<file path="config.mk">
export PLATFORM = sky130hd
export DESIGN_NAME = skts_cell
export DESIGN_NICKNAME = d
export VERILOG_FILES = /design/src/sv/sorted_key_table_search_hash_macros.svh /design/src/sv/skts_pkg.sv /design/src/sv/skts_cell.sv
export SDC_FILE = /design/constraint.sdc
export NUM_CORES = 1
export LEC_CHECK = 0
export ABC_CLOCK_PERIOD_IN_PS = 2800
export BUFFER_PORTS_ARGS = -buffer_cell sky130_fd_sc_hd__clkbuf_2
export CELL_PAD_IN_SITES_DETAIL_PLACEMENT = 1
export CELL_PAD_IN_SITES_GLOBAL_PLACEMENT = 1
export CORE_MARGIN = 5
export CORE_UTILIZATION = 32
export DETAILED_ROUTE_END_ITERATION = 8
export PLACE_DENSITY_LB_ADDON = 0.1
export SLEW_MARGIN = 5
export SYNTH_ARGS = -nofsm -noshare
export SYNTH_HDL_FRONTEND = slang
export SYNTH_SLANG_ARGS = --single-unit
</file>
<file path="constraint.sdc">
create_clock -name clk -period 2.8 [get_ports clk]
set_input_delay 0.56 -clock clk [delete_from_list [all_inputs] [get_ports clk]]
set_output_delay 0.56 -clock clk [all_outputs]
set_load 0.01 [all_outputs]
</file>
<file path="src/sv/sorted_key_table_search_hash_macros.svh">
// assertion helpers shared by the rtl
`ifndef SORTED_KEY_TABLE_SEARCH_HASH_MACROS_SVH
`define SORTED_KEY_TABLE_SEARCH_HASH_MACROS_SVH

// condition must hold in the same cycle
`define SKTS_ASSERT_NOW(lbl, ante, cons, msg) \
	lbl: assert property (@(posedge clk) disable iff (!arst_n) (ante) |-> (cons)) else $error(msg);

// condition must hold in the next cycle
`define SKTS_ASSERT_NEXT(lbl, ante, cons, msg) \
	lbl: assert property (@(posedge clk) disable iff (!arst_n) (ante) |=> (cons)) else $error(msg);

`endif

</file>
<file path="src/sv/skts_pkg.sv">
`default_nettype none
package skts_pkg;

	// field widths
	localparam int KEY_W       = 27;
	localparam int FUNC_W      = 2;
	localparam int STATUS_W    = 2;
	localparam int INDEX_W     = 7;
	localparam int ADDR_W      = 10;
	localparam int S_DATA_W    = 32;
	localparam int M_DATA_W    = 24;

	// folding hash: key / 100000, (key mod 100000) / 100, key mod 100, sum mod 1000
	localparam int TOP_DIV     = 100000;
	localparam int MID_DIV     = 100;
	localparam int HASH_MOD    = 1000;
	localparam int TOP_QW      = 11;
	localparam int MID_QW      = 10;
	localparam int LOW_W       = 7;
	localparam int REM_W       = 17;
	localparam int SUM_W       = 12;

	// reciprocals: x / d == (x * ceil(2^s / d)) >> s over the whole input range
	localparam int TOP_SHIFT   = 44;
	localparam int TOP_RW      = 28;
	localparam int TOP_PW      = TOP_SHIFT + TOP_QW;
	localparam logic [TOP_RW-1:0] TOP_RECIP = 28'd175921861;
	localparam int MID_SHIFT   = 24;
	localparam int MID_RW      = 18;
	localparam int MID_PW      = MID_SHIFT + MID_QW;
	localparam logic [MID_RW-1:0] MID_RECIP = 18'd167773;

	typedef enum logic [FUNC_W-1:0] {
		FUNC_INSERT = 2'd0,
		FUNC_DELETE = 2'd1,
		FUNC_SEARCH = 2'd2,
		FUNC_NONE   = 2'd3
	} func_t;

	typedef enum logic [STATUS_W-1:0] {
		STATUS_OK        = 2'd0,
		STATUS_FULL      = 2'd1,
		STATUS_EMPTY     = 2'd2,
		STATUS_NOT_FOUND = 2'd3
	} status_t;

	typedef enum logic [2:0] {
		ST_IDLE,
		ST_DECIDE,
		ST_INSERT,
		ST_DELETE,
		ST_PSEL,
		ST_PCMP,
		ST_HWAIT,
		ST_RESP
	} state_t;

	typedef enum logic [2:0] {
		H_IDLE,
		H_TOP,
		H_REM,
		H_MID,
		H_LOW,
		H_SUM,
		H_DONE
	} hash_state_t;

	typedef enum logic [1:0] {
		CELL_HOLD,
		CELL_CAPTURE,
		CELL_SHIFT_UP,
		CELL_SHIFT_DOWN
	} cell_op_t;

	typedef struct packed {
		cell_op_t         op;
		logic [KEY_W-1:0] key;
	} cell_cmd_t;

	typedef struct packed {
		logic             start;
		logic [KEY_W-1:0] key;
	} hash_req_t;

	typedef struct packed {
		logic              done;
		logic [ADDR_W-1:0] addr;
	} hash_res_t;

endpackage
`default_nettype wire

</file>
<file path="src/sv/skts_cell.sv">
`default_nettype none
module skts_cell #(
	parameter int INDEX = 0,
	parameter int CNT_W = 8
) (
	input  logic                       clk,
	input  skts_pkg::cell_cmd_t        cmd,
	input  logic [CNT_W-1:0]           count,
	input  logic [skts_pkg::KEY_W-1:0] left_key,
	input  logic                       left_gt,
	input  logic [skts_pkg::KEY_W-1:0] right_key,
	output logic [skts_pkg::KEY_W-1:0] key,
	output logic                       gt,
	output logic                       eq
);
	import skts_pkg::*;

	localparam logic [CNT_W-1:0] POS = CNT_W'(INDEX);

	logic [KEY_W-1:0] key_q;
	logic             gt_q;
	logic             ge_q;
	logic             eq_q;
	logic             occ;

	// slot holds a live key
	assign occ = POS < count;

	// compare against the request key, then shift with the neighbours
	always_ff @(posedge clk) begin
		case (cmd.op)
			CELL_CAPTURE: begin
				gt_q <= !occ || (key_q > cmd.key);
				ge_q <= key_q >= cmd.key;
				eq_q <= occ && (key_q == cmd.key);
			end
			CELL_SHIFT_UP: begin
				if (gt_q) key_q <= left_gt ? left_key : cmd.key;
			end
			CELL_SHIFT_DOWN: begin
				if (ge_q) key_q <= right_key;
			end
			default: begin
			end
		endcase
	end

	assign key = key_q;
	assign gt  = gt_q;
	assign eq  = eq_q;

endmodule
`default_nettype wire

</file>
## Word-level counts from Yosys, hierarchy flattened

Cells that the tools add are included.

- Flip-flop bits (word level): 30
- Output and inout port bits: 29
- Input port bits: 93
- Word-level logic and storage cells: 22

- Reductions and logical operators: 5
- Muxes and demuxes: 4
- $lt $le $gt $ge: 3
- Equality and inequality tests: 6

Operator list:

| kind | count |
|---|---|
| $mux 27 | 3 |
| $pmux 27 s2 | 1 |
| $eq 27x27->1 | 1 |
| $ge 27x27->1 | 1 |
| $gt 27x27->1 | 1 |
| $lt 1x8->1 const A | 1 |
| $eq 2x2->1 const B | 2 |
| $ne 2x2->1 const B | 2 |
| $reduce_and 3->1 | 1 |
| $eq 2x1->1 const B | 1 |
| $reduce_bool 2->1 | 1 |
| $logic_and 1x1->1 | 1 |
| $logic_not 1->1 | 1 |
| $logic_or 1x1->1 | 1 |

## Longest topological paths before layout

- Depth in word-level cells: 3
- Gate-level depth with buffers: 7
- Gate-level depth less buffers: 7

## Least setup slack after synthesis

Ideal clock, no wire load.

- Path kind: input to register
- Start: input port cmd[27] (netlist name)
- End: register key_q[0] (netlist: key[0]) (enable)
- Buffers on the path: 0
- Data required time: 2.386 ns
- Setup time: 0.414 ns
- Cell stages on the path: 2
- Arrival time: 1.904 ns
- Slack: 0.482 ns
- Cell sequence: mux2i_1 nor2b_1

- Word-level cells in the longest chain between the ends: 3
- Elaborated cells between the ends (all ways): 6
- Classes of those cells: eq/ne: 4; reduce/logical: 2

Ends and longest elaborated chain:

| item | line | RTL |
|---|---|---|
| from (decl) | skts_cell.sv:7 | `input skts_pkg::cell_cmd_t cmd,` |
| $eq 2x2->1 | skts_cell.sv:31 | `case (cmd.op)` |
| $ne 2x2->1 (no source line) / $reduce_bool 2->1 (equally long branches) | n/a |  |
| $reduce_and 3->1 (no source line) * | n/a |  |
| to (signal assigned) | skts_cell.sv:38 | `if (gt_q) key_q <= left_gt ? left_key : cmd.key;` |
| to (signal assigned) | skts_cell.sv:41 | `if (ge_q) key_q <= right_key;` |
| to (decl) | skts_cell.sv:20 | `logic [KEY_W-1:0] key_q;` |

Every way passes the cells marked *; elsewhere a longest branch is shown, timed or not.
A chain may end at the register's enable or synchronous reset.

## Final worst setup path

- Start: input port cmd[12] (netlist name)
- End: register gt_q (netlist: gt), data pin

- Word-level cells in the longest chain between the ends: 2

Ends and longest elaborated chain:

| item | line | RTL |
|---|---|---|
| $gt 27x27->1 | skts_cell.sv:33 | `gt_q <= !occ \|\| (key_q > cmd.key);` |
| $logic_or 1x1->1 | skts_cell.sv:33 |  |
| to (signal assigned) | skts_cell.sv:33 |  |
| to (decl) | skts_cell.sv:21 | `logic gt_q;` |

No other way between the ends.

==> flow_summary.yaml <==
cells_and_area:
  syn2layout_area_growth_pct: 35.97
  final_cell_mix: "clkbuf_2, nand2_1, o21ai_0"
  drive_gt1_frac: 0.3864
  nFillCells: 827
  nets: 471
  utilization: 0.4462
  final_common_cell: "clkbuf_2"
  postLayoutCellArea_um2: 3032
  fin_cells: 448
  antennaDiodeCount: 0
critical_path:
  r2r-end: "gt"
  path_class: "in -> reg"
  cp.arrival_ns: 2.20
  reg2reg_slack_ns: 0.64
  critical_path.endpoint_type: "flop"
  critical-path-top-delay-family: "compound AO/OA/AOI/OAI gates"
  path_max_fanout: 2
  slowest_stage: "or3_1"
  setup.worst_path.start_class: "input port"
  reg2reg_from: "key[12]"
  critPathBufInv: 2
  cp_cell_sequence: "clkbuf_2 -> inv_1 -> ha_1 -> a21oi_1 -> o21ai_0 -> a221o_1 -> or3_1 -> a211o_1"
  critPathMaxStageDelay_ns: 0.32
  worst_r2r_path_depth: 6
  worstPathRequired_ns: 2.82
hold_path:
  hold_path_end: "key[4]"
  min_delay_path_depth: 3
  hp-class: "in -> reg"
  worstHoldStart: "right_key[4]"
yosys:
  yosysWarningCount: 0
  synthAdderAreaFrac: 0.1515
  yosysTopAreaCellShare: 0.4040
  synth_compound_area_frac: 0.1195
  synth.distinct_cells: 28
  seq_area_frac_synth: 0.4040
  ys_ff_latch: 30
  synthSimpleGateAreaFrac: 0.1336
  synth.cell_area_um2: 2230
  syn_nets: 348
  syn_avg_cell_area_um2: 9.779
  synthMuxAreaShare: 0.1257
  synthTopCellsByArea: "edfxtp_1, ha_1, mux2i_1, o21ai_0, nand2_1"
  synth_top_family_by_area: "adder cells"
  synthesis.instances: 228
  synth.largest_area_cell: "edfxtp_1"
  synth_xor_area_frac: 0
power_and_ir_drop:
  seq_power_share: 0.467
  p_sw_uw: 333.5
  power_density_nw_per_um2: 387.3
  p_int_uw: 840.7
  p_clk_frac: 0.282
  p_leak_uw: 0.001560
  comb_power_share: 0.251
  switching_share: 0.2840
  ir_worst_vdd_mv: 0.1815
cts:
  post_cts_buffers: 0
  clk_latency_ns: 0.28
  cts_buffers: 5
  cts_sinks: 30
  clk_pin_slew_ns: 0.07
  cts_root_buffer: "clkbuf_8"
  htree_levels: 2
  cts_resized: 0
  clockBufferDepth: 2
  cts_hold_buf: 0
  cts_tree: "done"
global_routing:
  track_usage: 0.1477
  antenna_found_initial: 0
  grt_max_degree: 55
  grt_overflow: 0
  grt_pass1_vias: 2245
  grt_pass1_wl_mm: 10.19
place:
  pre_cts_slack_ns: 0.3357
  dp_cells: 440
  dpl.hpwl_mm: 5.317
  port-buffer-count: 121
  routabilityCongestion: 0.6954
  placed_area_um2: 2952
die:
  die-area_um2: 8737
  coreArea_um2: 6794
  rows: 30
  ios: 122
  start_util: 0.3282
  die_h_um: 93.47
  die_w_um: 93.47
timing:
  finalCriticalPeriod_ns: 2.177
  finalSetupTns_ns: 0
  finalHoldViolCount: 0
  worst_slew_pin_slew_ns: 0.8638
  grt_setup_unrepaired: "no"
  max_freq_ghz: 0.4593
  clock_skew_ns: 0.01005
  setup_ws_ns: 0.6229
  setup_viol: 0
  drv_slew: 0
  slew_headroom: 0.4242
  period_share: 0.7775
routing:
  routed_wl_mm: 6.328
  routedWlPerCell_um: 14.13
  routed_via_density: 4.667
  firstDrtPassIters: 4
  via_count: 2091
  drc: 0
  drtAntennaViolNets: 0
  drt_iter0_markers: 38
flow_run:
  max-cap-violations: 0
run_status:
  status: "complete, no violations"
-- worst max-delay path by stage --
| stage | cells past startpoint | startpoint | slack (ns) | end |
|---|---|---|---|---|
| after floorplan | 2 | cmd[27] | 0.48 | key[0] |
| after global placement | 8 | cmd[12] | 0.39 | gt |
| after detailed placement | 8 | cmd[12] | 0.34 | gt |
| after CTS | 8 | cmd[12] | 0.62 | gt |
| after global routing | 8 | cmd[12] | 0.49 | gt |
| final | 8 | cmd[12] | 0.62 | gt |
-- per-stage QoR --
stage / total power [uW] / hold WS [ns]
global route: 1254 / 0.5632
floorplan: 717.0 / 0.7471
global placement: 850.9 / 0.8163
CTS: 1195 / 0.5483
finish: 1174 / 0.5551
detailed placement: 859.0 / 0.8408
-- cells in the mapped netlist (all sizes together) --
library cell	instances
a21oi	8
or4	2
and3	2
nor4	1
a221o	1
a21o	2
and2	1
o21ai	31
a211o	1
buf	3
nor3	2
nand4	6
a2111o	1
clkbuf	6
a211oi	3
mux2i	28
nand2	32
edfxtp	30
ha	27
nor2	2
inv	29
nor4b	1
nor2b	2
or3	2
nand3	3
nand3b	2
-- flip-flops by register name (all words and copies together), names as in the netlist --
signal and flops:
eq 1, ge_q 1, gt 1, key 27
-- power by group through the flow --
stage          clock (uW)  sequential [uW]  combinational (uW)
6_report              332              548                 295
5_1_grt               367              550                 337
4_1_cts               344              548                 303
3_5_place_dp            0              558                 301
3_3_place_gp            0              557                 294
2_1_floorplan           0              569                 148
-- logic make-up after synthesis --
| kind of cell | Yosys count |
|---|---|
| compound gates | 47 |
| fa+ha+maj | 27 |
| buf+inv | 38 |
| flops | 30 |
| mux | 28 |
| simple gates | 58 |
-- final cells by class --
cell class	instances	area (um^2)	area share
clock inverter	3	11.26	0.003714
sequential	30	900.9	0.2972
clock buffer	5	68.82	0.02270
multi-input combinational	160	1186	0.3913
timing repair buffer	125	635.6	0.2097
tap	96	120.1	0.03962
inverter	29	108.9	0.03591
-- layer usage --
metal  up-vias  track usage  routed length (um)
li1       1066            -                   -
met4         0      0.03663                  52
met5         -            0                   0
met1       951       0.1794                2876
met3         5      0.04103                 416
met2        69       0.2567                2983
-- tightest hold or removal path: stages --
cell,delay [ns]
clkbuf_2,0.08
nand2_1,0.03
o21ai_0,0.05
(Power assumes the default switching activity.)
