--- src/sv/sorted_key_table_search_hash_macros.svh ---
// assertion helpers shared by the rtl
`ifndef SORTED_KEY_TABLE_SEARCH_HASH_MACROS_SVH
`define SORTED_KEY_TABLE_SEARCH_HASH_MACROS_SVH

// condition must hold in the same cycle
`define SKTS_ASSERT_NOW(lbl, ante, cons, msg) \
	lbl: assert property (@(posedge clk) disable iff (!arst_n) (ante) |-> (cons)) else $error(msg);

// condition must hold in the next cycle
`define SKTS_ASSERT_NEXT(lbl, ante, cons, msg) \
	lbl: assert property (@(posedge clk) disable iff (!arst_n) (ante) |=> (cons)) else $error(msg);

`endif

--- src/sv/skts_pkg.sv ---
`default_nettype none
package skts_pkg;

	// field widths
	localparam int KEY_W       = 27;
	localparam int FUNC_W      = 2;
	localparam int STATUS_W    = 2;
	localparam int INDEX_W     = 7;
	localparam int ADDR_W      = 10;
	localparam int S_DATA_W    = 32;
	localparam int M_DATA_W    = 24;

	// folding hash: key / 100000, (key mod 100000) / 100, key mod 100, sum mod 1000
	localparam int TOP_DIV     = 100000;
	localparam int MID_DIV     = 100;
	localparam int HASH_MOD    = 1000;
	localparam int TOP_QW      = 11;
	localparam int MID_QW      = 10;
	localparam int LOW_W       = 7;
	localparam int REM_W       = 17;
	localparam int SUM_W       = 12;

	// reciprocals: x / d == (x * ceil(2^s / d)) >> s over the whole input range
	localparam int TOP_SHIFT   = 44;
	localparam int TOP_RW      = 28;
	localparam int TOP_PW      = TOP_SHIFT + TOP_QW;
	localparam logic [TOP_RW-1:0] TOP_RECIP = 28'd175921861;
	localparam int MID_SHIFT   = 24;
	localparam int MID_RW      = 18;
	localparam int MID_PW      = MID_SHIFT + MID_QW;
	localparam logic [MID_RW-1:0] MID_RECIP = 18'd167773;

	typedef enum logic [FUNC_W-1:0] {
		FUNC_INSERT = 2'd0,
		FUNC_DELETE = 2'd1,
		FUNC_SEARCH = 2'd2,
		FUNC_NONE   = 2'd3
	} func_t;

	typedef enum logic [STATUS_W-1:0] {
		STATUS_OK        = 2'd0,
		STATUS_FULL      = 2'd1,
		STATUS_EMPTY     = 2'd2,
		STATUS_NOT_FOUND = 2'd3
	} status_t;

	typedef enum logic [2:0] {
		ST_IDLE,
		ST_DECIDE,
		ST_INSERT,
		ST_DELETE,
		ST_PSEL,
		ST_PCMP,
		ST_HWAIT,
		ST_RESP
	} state_t;

	typedef enum logic [2:0] {
		H_IDLE,
		H_TOP,
		H_REM,
		H_MID,
		H_LOW,
		H_SUM,
		H_DONE
	} hash_state_t;

	typedef enum logic [1:0] {
		CELL_HOLD,
		CELL_CAPTURE,
		CELL_SHIFT_UP,
		CELL_SHIFT_DOWN
	} cell_op_t;

	typedef struct packed {
		cell_op_t         op;
		logic [KEY_W-1:0] key;
	} cell_cmd_t;

	typedef struct packed {
		logic             start;
		logic [KEY_W-1:0] key;
	} hash_req_t;

	typedef struct packed {
		logic              done;
		logic [ADDR_W-1:0] addr;
	} hash_res_t;

endpackage
`default_nettype wire

--- src/sv/skts_hash.sv ---
`default_nettype none
module skts_hash (
	input  logic                clk,
	input  logic                arst_n,
	input  skts_pkg::hash_req_t req,
	output skts_pkg::hash_res_t res
);
	import skts_pkg::*;

	hash_state_t       state_q;
	hash_state_t       state_d;
	logic [KEY_W-1:0]  r_q;
	logic [TOP_QW-1:0] top_q;
	logic [REM_W-1:0]  rem_q;
	logic [MID_QW-1:0] mid_q;
	logic [LOW_W-1:0]  low_q;
	logic [ADDR_W-1:0] addr_q;
	logic [TOP_PW-1:0] top_prod;
	logic [KEY_W-1:0]  top_back;
	logic [REM_W-1:0]  rem_d;
	logic [MID_PW-1:0] mid_prod;
	logic [LOW_W-1:0]  low_d;
	logic [SUM_W-1:0]  sum;
	logic [ADDR_W-1:0] addr_next;

	// top part by reciprocal multiplication, then the remainder below 100000
	assign top_prod = TOP_PW'(r_q) * TOP_PW'(TOP_RECIP);
	assign top_back = KEY_W'(top_q) * KEY_W'(TOP_DIV);
	assign rem_d    = REM_W'(r_q - top_back);

	// middle part by reciprocal multiplication, then the last two digits
	assign mid_prod = MID_PW'(rem_q) * MID_PW'(MID_RECIP);
	assign low_d    = LOW_W'(rem_q - REM_W'(mid_q) * REM_W'(MID_DIV));

	// fold and reduce mod 1000, the sum stays below three times the modulus
	assign sum = SUM_W'(top_q) + SUM_W'(mid_q) + SUM_W'(low_q);
	always_comb begin
		if (sum >= SUM_W'(2 * HASH_MOD)) addr_next = ADDR_W'(sum - SUM_W'(2 * HASH_MOD));
		else if (sum >= SUM_W'(HASH_MOD)) addr_next = ADDR_W'(sum - SUM_W'(HASH_MOD));
		else addr_next = ADDR_W'(sum);
	end

	// next state
	always_comb begin
		state_d = state_q;
		if (req.start) begin
			state_d = H_TOP;
		end else begin
			unique case (state_q)
				H_IDLE: state_d = H_IDLE;
				H_TOP:  state_d = H_REM;
				H_REM:  state_d = H_MID;
				H_MID:  state_d = H_LOW;
				H_LOW:  state_d = H_SUM;
				H_SUM:  state_d = H_DONE;
				H_DONE: state_d = H_DONE;
				default: state_d = H_IDLE;
			endcase
		end
	end

	always_ff @(posedge clk or negedge arst_n) begin
		if (!arst_n) begin
			state_q <= H_IDLE;
		end else begin
			state_q <= state_d;
		end
	end

	// one step of the fold per cycle
	always_ff @(posedge clk) begin
		if (req.start) r_q <= req.key;
		unique case (state_q)
			H_TOP: top_q <= TOP_QW'(top_prod >> TOP_SHIFT);
			H_REM: rem_q <= rem_d;
			H_MID: mid_q <= MID_QW'(mid_prod >> MID_SHIFT);
			H_LOW: low_q <= low_d;
			H_SUM: addr_q <= addr_next;
			default: begin
			end
		endcase
	end

	// outputs
	always_comb begin
		res.done = state_q == H_DONE;
		res.addr = addr_q;
	end

endmodule
`default_nettype wire

--- config.mk ---
export PLATFORM = sky130hd
export DESIGN_NAME = skts_hash
export DESIGN_NICKNAME = d
export VERILOG_FILES = /design/src/sv/sorted_key_table_search_hash_macros.svh /design/src/sv/skts_pkg.sv /design/src/sv/skts_hash.sv
export SDC_FILE = /design/constraint.sdc
export NUM_CORES = 1
export LEC_CHECK = 0
export BUFFER_PORTS_ARGS = -buffer_cell sky130_fd_sc_hd__buf_2
export CAP_MARGIN = 0
export CORE_MARGIN = 2
export CORE_UTILIZATION = 50
export DETAILED_ROUTE_END_ITERATION = 16
export MAX_ROUTING_LAYER = met4
export PLACE_DENSITY = 0.77
export SLEW_MARGIN = 0
export SYNTH_ARGS = -nofsm -noshare
export SYNTH_HDL_FRONTEND = slang
export SYNTH_SLANG_ARGS = --single-unit
--- constraint.sdc ---
create_clock -name clk -period 19.13 [get_ports clk]
set_clock_uncertainty 0.2 [all_clocks]
set_input_delay 0.9565 -clock clk [delete_from_list [all_inputs] [get_ports clk]]
set_output_delay 0.9565 -clock clk [all_outputs]
set_load 0.005 [all_outputs]
=== After elaboration in Yosys (flattened, before gate mapping) ===
Index checks and enable logic that the tools add are counted.

* Add/sub/neg operators: 6
* Multipliers: 4
* Div/mod/pow operators: 0
* Order comparisons: 2
* Equal/unequal tests: 6
* Shift-type cells: 0
* Multiplexer cells: 4
* Bitwise logic cells: 0
* Reduce and logical (&&, ||, !) cells: 1

{| class="wikitable"
|+ Operators by type and width
! kind !! number
|-
| $mul 27x28->55 const B || 1
|-
| $mul 17x18->34 const B || 1
|-
| $mux 10 || 2
|-
| $sub 10x10->10 const B || 2
|-
| $sub 17x17->17 || 1
|-
| $pmux 3 s5 || 1
|-
| $add 11x10->12 || 1
|-
| $add 12x7->12 || 1
|-
| $ge 12x10->1 const B || 1
|-
| $ge 12x11->1 const B || 1
|-
| $mul 11x12->12 const B || 1
|-
| $mul 10x5->5 const B || 1
|-
| $eq 3x3->1 const B || 3
|-
| $sub 7x7->7 || 1
|-
| $eq 3x2->1 const B || 2
|-
| $eq 3x1->1 const B || 1
|-
| $mux 3 || 1
|-
| $reduce_or 2->1 || 1
|}

* Bits in registers: 85
* Bits in latches: 0
* Memory bits (writable): 0
* Bits in read-only memories: 0
* Output and inout port bits: 11
* Logic and storage cells: 30
* Memories kept: 0

=== Longest topological paths before layout ===
Gate-level depths: netlist of the first run.

* Depth in word-level cells: 5
* Gate-level depth with buffers: 23
* Mapped depth without buffers: 23

=== Worst setup path after synthesis of the first run ===
OpenSTA, ideal clock, no wires.

* Path kind: reg2reg
* Start: register r_q[6]
* End: register top_q[5] (data pin)
* Arrival time: 6233 ps
* Setup slack: 12426 ps
* Stages on the path, launching flop included: 24
* Path buffers: 0
* Cell sequence: edfxtp_1 -> fa_1 -> inv_1 -> fa_1 -> inv_1 -> fa_1 -> inv_1 -> fa_1 -> inv_1 -> fa_1 -> fa_1 -> inv_1 -> fa_1 -> inv_1 -> ha_1 -> and4_1 -> and4_1 -> nand4_1 -> a21oi_1 -> nor3_1 -> o21ai_1 -> and4_1 -> a2111oi_0 -> xnor2_1

* Longest elaborated chain between the ends: 1

{| class="wikitable"
|+ Ends and longest elaborated chain
! item !! RTL line !! source
|-
| start: declaration || skts_hash.sv:12 || <nowiki>logic [KEY_W-1:0] r_q;</nowiki>
|-
| start signal: assignment || skts_hash.sv:72 || <nowiki>if (req.start) r_q <= req.key;</nowiki>
|-
| $mul 27x28->55 || skts_hash.sv:27 || <nowiki>assign top_prod = TOP_PW'(r_q) * TOP_PW'(TOP_RECIP);</nowiki>
|-
| named net top_prod[49] || skts_hash.sv:18 || <nowiki>logic [TOP_PW-1:0] top_prod;</nowiki>
|-
| end signal: assignment || skts_hash.sv:74 || <nowiki>H_TOP: top_q <= TOP_QW'(top_prod >> TOP_SHIFT);</nowiki>
|-
| end: declaration || skts_hash.sv:13 || <nowiki>logic [TOP_QW-1:0] top_q;</nowiki>
|}

The timed path passes the listed nets, and every way through them passes these cells.
A chain may end at the register's enable or synchronous reset.

=== Final worst setup path of the first run ===
Ends and elaborated chain as after synthesis.

==> reports/qor.csv, run 1 <==
stage,metric,value,unit
clock_network,worst skew pair latency,0.39,ns
timing,f_max,0.132,GHz
clock_network,Post-CTS Setup Repair Bufs,0,
synth,"EDFF count, synth",82,
synth,Post-Synth Adder-Cell Area,64.3,%
routing,via count,14063,
synth,Syn Area/Cell,10.6,um2
synth,Synth cell types,61,
global_route,Global Route Usage Sum,25.1,%
clock_network,H-tree depth,3,
die,die height,213,um
clock_network,CTS root buf,clkbuf_16,
synth,synth warn,0,
finish,"Net count, final",3032,
routing,violation count after the first detailed-route iteration,751,
die,FP Rows,76,
clock_network,cts-stage hold buffer count,0,
synth,Cells after Synth,2068,
placement,IO buf count,40,
routing,Remaining DRCs,0,
worst_setup_path,crit-path max FO,8,
die,I/O Pins,41,
synth,Post-Synth Simple-Gate Area,3.28,%
die,core area,43100,um2
placement,GP Congestion,1.01,
worst_setup_path,Crit. End Element,flip-flop,
global_route,GR Overflow Total,0,
global_route,largest net degree at the start of global routing,31,
worst_hold_path,Worst Hold Class,primary input to async pin,
synth,ys async rst share,3.53,%
synth,largest family of logic cells by synthesized area,adder cells,
routing,final WL,50500,um
routing,Avg WL per Cell,18.6,um
routing,vias per cell,5.19,
synth,syn nets,2981,
synth,mux share of post-synthesis cell area,0.0916,%
timing,final hold vios,0,
timing,Final Max Tran Viols,0,
worst_setup_path,worst path arrival time,7.48,ns
timing,setup TNS,0,ns
clock_network,CTS tree,done,
routing,ANT nets after route,0,
timing,RSZ-0062 raised after global routing,false,
timing,worst rel slew slack,23.6,%
clock_network,clock sinks,85,
finish,layout cells sized above 1,3.53,%
clock_network,cts bufs inserted,9,
global_route,global-route wire length before repair,83100,um
job,max-cap viol count,0,
synth,Synth Area in Compound Gates,5.66,%
worst_setup_path,critical path class,flip-flop to flip-flop,
finish,Layout area overhead,5.82,%
synth,"FF+latch count, synth",85,
timing,Tmin final,7.57,ns
synth,Post-Syn Area,21800,um2
timing,period utilization,39.6,%
placement,DPL Wire Length,45300,um
synth,Synth Area in XOR/XNOR,2.93,%
die,Initial Util,50.7,%
global_route,vias in the first global route,15885,
worst_setup_path,CP Data Required Time,19.04,ns
die,DIE AREA,45400,um2
clock_network,CTS max path bufs,2,
routing,DR pass1 iterations,5,
finish,Antenna diodes,0,
timing,Worst-Margin Slew,1.14,ns
status,status,finished clean,
clock_network,Clock transition at path regs,0.08,ns
finish,"commonest non-fill, non-tap cells in the layout","706 x inv_1, 484 x ha_1, 399 x fa_1, 82 x edfxtp_1, 54 x a21oi_1",
synth,post-synthesis sequential area ratio,11.6,%
global_route,initial antenna violation count,0,
synth,Main synth FF type,edfxtp_1,
finish,"commonest non-fill, non-tap cell in the layout",inv_1,
die,die width,213,um
timing,Final setup viols,0,
clock_network,count of cells resized by post-cts repair,0,
worst_setup_path,critical path startpoint category,flip-flop,
worst max-delay path: stages (launching register included):
cell	delay (ns)
edfxtp_1	0.55
fa_1	0.65
inv_1	0.10
fa_1	0.50
inv_1	0.07
fa_1	0.55
inv_1	0.07
fa_1	0.49
inv_1	0.05
fa_1	0.48
fa_1	0.49
inv_1	0.05
fa_1	0.47
inv_1	0.05
ha_1	0.29
and4_1	0.23
and4_1	0.22
nand4_1	0.10
a21oi_1	0.05
nor3_1	0.66
o21ai_1	0.19
and4_1	0.23
a2111oi_0	0.46
xnor2_1	0.11
sequential cells by signal, summed over array words and instances (netlist names):
| signal | count |
|---|---|
| top_q | 11 |
| mid_q | 10 |
| rem_q | 17 |
| state_q | 3 |
| r_q | 27 |
| low_q | 7 |
| addr_q | 10 |
synthesized netlist by cell type (all sizes together), types with 8 or more instances:
cell,instances,area share (%)
xor2,16,0.64
fa,399,37
a21oi,55,1.3
nor3,13,0.35
xnor2,54,2.3
o21ai,33,0.76
o21bai,10,0.34
a21o,32,1.1
nand3,14,0.32
nor2,30,0.52
edfxtp,82,11
inv,706,12
nand2,33,0.58
ha,484,28
nand4,8,0.23
final timing paths:
kind	slack, ns	endpoint	start	depth (start not counted)
min reg2reg	0.45	state_q[1]	state_q[0]	2
max reg2reg	11.56	top_q[5]	r_q[6]	23
min in group clk	0.45	state_q[1]	state_q[0]	2
min	0.15	state_q[2]	arst_n	1
max in group asynchronous	18.46	state_q[0]	arst_n	1
max	11.56	top_q[5]	r_q[6]	23
cells by family (layout without fill, tap and decap cells):
group / Yosys count / in the layout
simple gates: 137 / 137
xor+xnor: 70 / 70
compound gates: 184 / 184
fa+ha+maj: 883 / 883
buf+inv: 707 / 763
mux: 2 / 2
flops: 85 / 85
through the flow:
| step | area [um2] | cells | setup slack (ns) | utilization, % | hold slack (ns) |
|---|---|---|---|---|---|
| after floorplan | 21800 | 2068 | 12.43 | - | 0.340 |
| after detailed placement | 22800 | 2693 | 11.61 | 52.9 | 0.442 |
| after CTS | 23100 | 2709 | 11.55 | 53.7 | 0.136 |
| final | 23100 | 2709 | 11.56 | 53.7 | 0.149 |
| after global placement | 22800 | 2693 | 11.63 | 52.9 | 0.412 |
| after global routing | 23100 | 2709 | 11.10 | 53.7 | 0.140 |
routing by layer:
metal  track usage (%)  wire length, um  vias up
met1              31.9            21500     7082
met5                 -                0        -
met2              42.4            25000      350
li1                  -                -     6541
met3              2.60             2380       90
met4              8.25             1620        0
area by class of cell:
type,instances,area (um2)
fillers,3744,20000
multi-input cells,1276,16700
inverters,706,2650
flip-flops and latches,85,2540
well taps,585,732
clock buffers,10,239
repair buffers,41,208
clock inverters,6,97.6
Power of run 1 is left out: the tool's default activity adds up to more than one toggle a clock period on the data nets, which glitch-free logic cannot reach.
==> run 2, diff against run 1 <==
--- a/config.mk
+++ b/config.mk
@@ -5,6 +5,7 @@
 export SDC_FILE = /design/constraint.sdc
 export NUM_CORES = 1
 export LEC_CHECK = 0
+export ABC_AREA = 1
 export BUFFER_PORTS_ARGS = -buffer_cell sky130_fd_sc_hd__buf_2
 export CAP_MARGIN = 0
 export CORE_MARGIN = 2
==> constraint.sdc (replaced) <==
create_clock -name clk -period 7.6 [get_ports clk]
set_clock_uncertainty 0.2 [all_clocks]
set_input_delay 0.38 -clock clk [delete_from_list [all_inputs] [get_ports clk]]
set_output_delay 0.38 -clock clk [all_outputs]
set_load 0.005 [all_outputs]
==> run 2 against run 1 <==
Synthesized cell count up 26%. Non-clock buffer count up 29. Sequential cell count unchanged. Final area up 9.8%. Critical path type unchanged.
==> reports/qor.csv, run 2 <==
stage,metric,value,unit
synth,Cells after Synth,2613,
die,FP Rows,80,
timing,Final setup viols,0,
clock_network,CTS tree,done,
finish,"commonest non-fill, non-tap cells in the layout","812 x inv_1, 484 x ha_1, 399 x fa_1, 281 x nand2_1, 114 x nor2_1",
global_route,GR Overflow Total,0,
placement,DPL Wire Length,57900,um
timing,f_max,0.147,GHz
synth,Area contributors post-synth,"fa_1 34%, ha_1 25%, inv_1 13%, edfxtp_1 10%, nand2_1 4.4%",
global_route,largest net degree at the start of global routing,31,
worst_setup_path,"Buf+Inv Stages, Crit Path",5,
timing,Tmin final,6.79,ns
global_route,initial antenna violation count,2,
synth,Post-Syn Area,23800,um2
routing,Avg WL per Cell,19.6,um
synth,ys async rst share,3.53,%
die,Initial Util,50.3,%
global_route,global-route wire length before repair,104000,um
synth,most frequent cell after synthesis,inv_1,
synth,Synth cell types,43,
routing,DR WL met2,31500,um
routing,via count,17498,
worst_setup_path,CP max-delay cell,edfxtp_1,
worst_setup_path,CP Data Required Time,7.52,ns
job,max-cap viol count,0,
clock_network,H-tree depth,3,
synth,post-synthesis sequential area ratio,10.6,%
timing,period utilization,89.4,%
die,die width,222,um
clock_network,cts-stage hold buffer count,21,
placement,IO buf count,40,
clock_network,CTS root buf,clkbuf_16,
clock_network,worst skew pair latency,0.40,ns
timing,RSZ-0062 raised after global routing,false,
die,die height,222,um
worst_setup_path,crit-path max FO,8,
worst_hold_path,Worst Hold Class,primary input to flip-flop,
worst_setup_path,most frequent CP cell,fa_1,
routing,DRT met1 WL,26500,um
routing,vias per cell,5.28,
timing,Worst-Margin Slew,0.974,ns
finish,"commonest non-fill, non-tap cell in the layout",inv_1,
routing,violation count after the first detailed-route iteration,1130,
finish,Largest register FFs,27,
synth,synth cell count leaders,"812 x inv_1, 484 x ha_1, 399 x fa_1",
worst_setup_path,largest stage delay on the critical path,0.73,ns
synth,"FF+latch count, synth",85,
clock_network,cts bufs inserted,9,
routing,final WL,65000,um
routing,ANT nets after route,0,
routing,Max Used Layer,met4,
clock_network,clock sinks,85,
clock_network,count of cells resized by post-cts repair,0,
worst_setup_path,critical path startpoint category,flip-flop,
placement,GP Congestion,1.02,
die,core area,47400,um2
die,DIE AREA,49400,um2
worst_setup_path,worst path arrival time,6.72,ns
synth,synth warn,0,
finish,Reg with most FFs,r_q,
finish,Layout area overhead,6.50,%
timing,Final Max Tran Viols,0,
synth,Syn Area/Cell,9.12,um2
global_route,vias in the first global route,19143,
routing,Met3 Routed Length,4330,um
worst_setup_path,"delay-heaviest family, CP",adder cells,
timing,final hold vios,0,
clock_network,CTS max path bufs,2,
finish,"Net count, final",3607,
clock_network,Clock transition at path regs,0.07,ns
finish,layout cells sized above 1,3.59,%
timing,setup TNS,0,ns
routing,DR pass1 iterations,7,
finish,Top Registers,"r_q x27, rem_q x17, top_q x11",
synth,"EDFF count, synth",82,
clock_network,Post-CTS Setup Repair Bufs,0,
finish,FILL cells,4250,
synth,syn nets,3526,
worst_setup_path,critical path class,flip-flop to flip-flop,
timing,worst rel slew slack,35.1,%
die,I/O Pins,41,
synth,dominant cell type by area after synthesis,fa_1,
worst_setup_path,worst path cell trace,inv_1 -> ha_1 -> fa_1 -> fa_1 -> fa_1 -> inv_1 -> fa_1 -> inv_1 -> fa_1 -> fa_1 -> inv_1 -> ha_1 -> nand2_1 -> inv_1 -> a21oi_1 -> a21boi_0 -> nor2_1 -> o21ai_0 -> nand3_1 -> xor2_1,
worst_setup_path,Crit. End Element,flip-flop,
status,status,finished clean,
global_route,Global Route Usage Sum,28.4,%
synth,Main synth FF type,edfxtp_1,
synth,Synth top area share,33.5,%
routing,Remaining DRCs,0,
==> run 2: cell types whose count changed after synthesis, moves of 18 or more <==
cell / delta
a21oi_1: +51
inv_1: +106
nand2_1: +249
nand3_1: +36
nand4_1: +18
nor2_1: +84
o21ai_0: +32
xnor2_1: -29
xor2_1: +24
==> run 2: through the flow <==
stage	setup slack, ns	instance area, um2	std cells	hold slack [ns]	utilization [%]
CTS	0.917	25400	3313	0.000998	53.5
detailed placement	0.943	24900	3276	-0.00911	52.4
global placement	0.983	24900	3276	-0.0160	52.4
global route	0.578	25400	3316	0.00384	53.5
finish	0.806	25400	3316	0.00796	53.5
floorplan	1.61	23800	2613	-0.116	-
==> run 2: worst register-to-register path, cell delays in order, from the launching register on <==
cell and delay [ns]:
edfxtp_1 0.73, inv_1 0.23, ha_1 0.45, fa_1 0.47, fa_1 0.45, fa_1 0.49
inv_1 0.05, fa_1 0.49, inv_1 0.06, fa_1 0.52, fa_1 0.55, inv_1 0.05
ha_1 0.32, nand2_1 0.12, inv_1 0.06, a21oi_1 0.25, a21boi_0 0.52, nor2_1 0.07
o21ai_0 0.19, nand3_1 0.11, xor2_1 0.17
==> run 2: cell families (layout without fill, tap and decap cells) <==
family	count (synthesis)	count (layout)	share of synthesized area, %
simple gates	533	533	9.69
flops	85	85	10.6
xor+xnor	63	63	2.31
other cells	0	2	0
buf+inv	816	902	12.8
compound gates	233	233	5.60
fa+ha+maj	883	883	58.9
==> run 2: path summary, 6_finish.rpt <==
path,startpoint,end,slack [ns],depth (start not counted)
setup / recovery,r_q[7],top_q[1],0.81,20
hold / removal,req[6],r_q[6],0.008,1
setup reg to reg,r_q[7],top_q[1],0.81,20
hold reg to reg,state_q[0],state_q[2],0.42,3
max in group asynchronous,arst_n,state_q[0],6.94,2
min in group asynchronous,arst_n,state_q[2],0.13,2
==> run 2: layout make-up <==
class | instances | area, um2 | area share, %
multi-input combinational | 1712 | 18200 | 71.8
inverter | 816 | 3060 | 12.1
sequential | 85 | 2540 | 9.99
tap | 615 | 769 | 3.03
timing repair buffer | 70 | 480 | 1.89
clock buffer | 11 | 233 | 0.917
clock inverter | 5 | 61.3 | 0.241
antenna | 2 | 5.00 | 0.0197
==> run 2: layer usage <==
layer	vias up	GRT usage [%]
met5	-	-
met4	0	10.6
met3	135	5.46
met2	543	47.9
met1	8611	33.9
li1	8209	-
Power of run 2 is left out for the same reason.
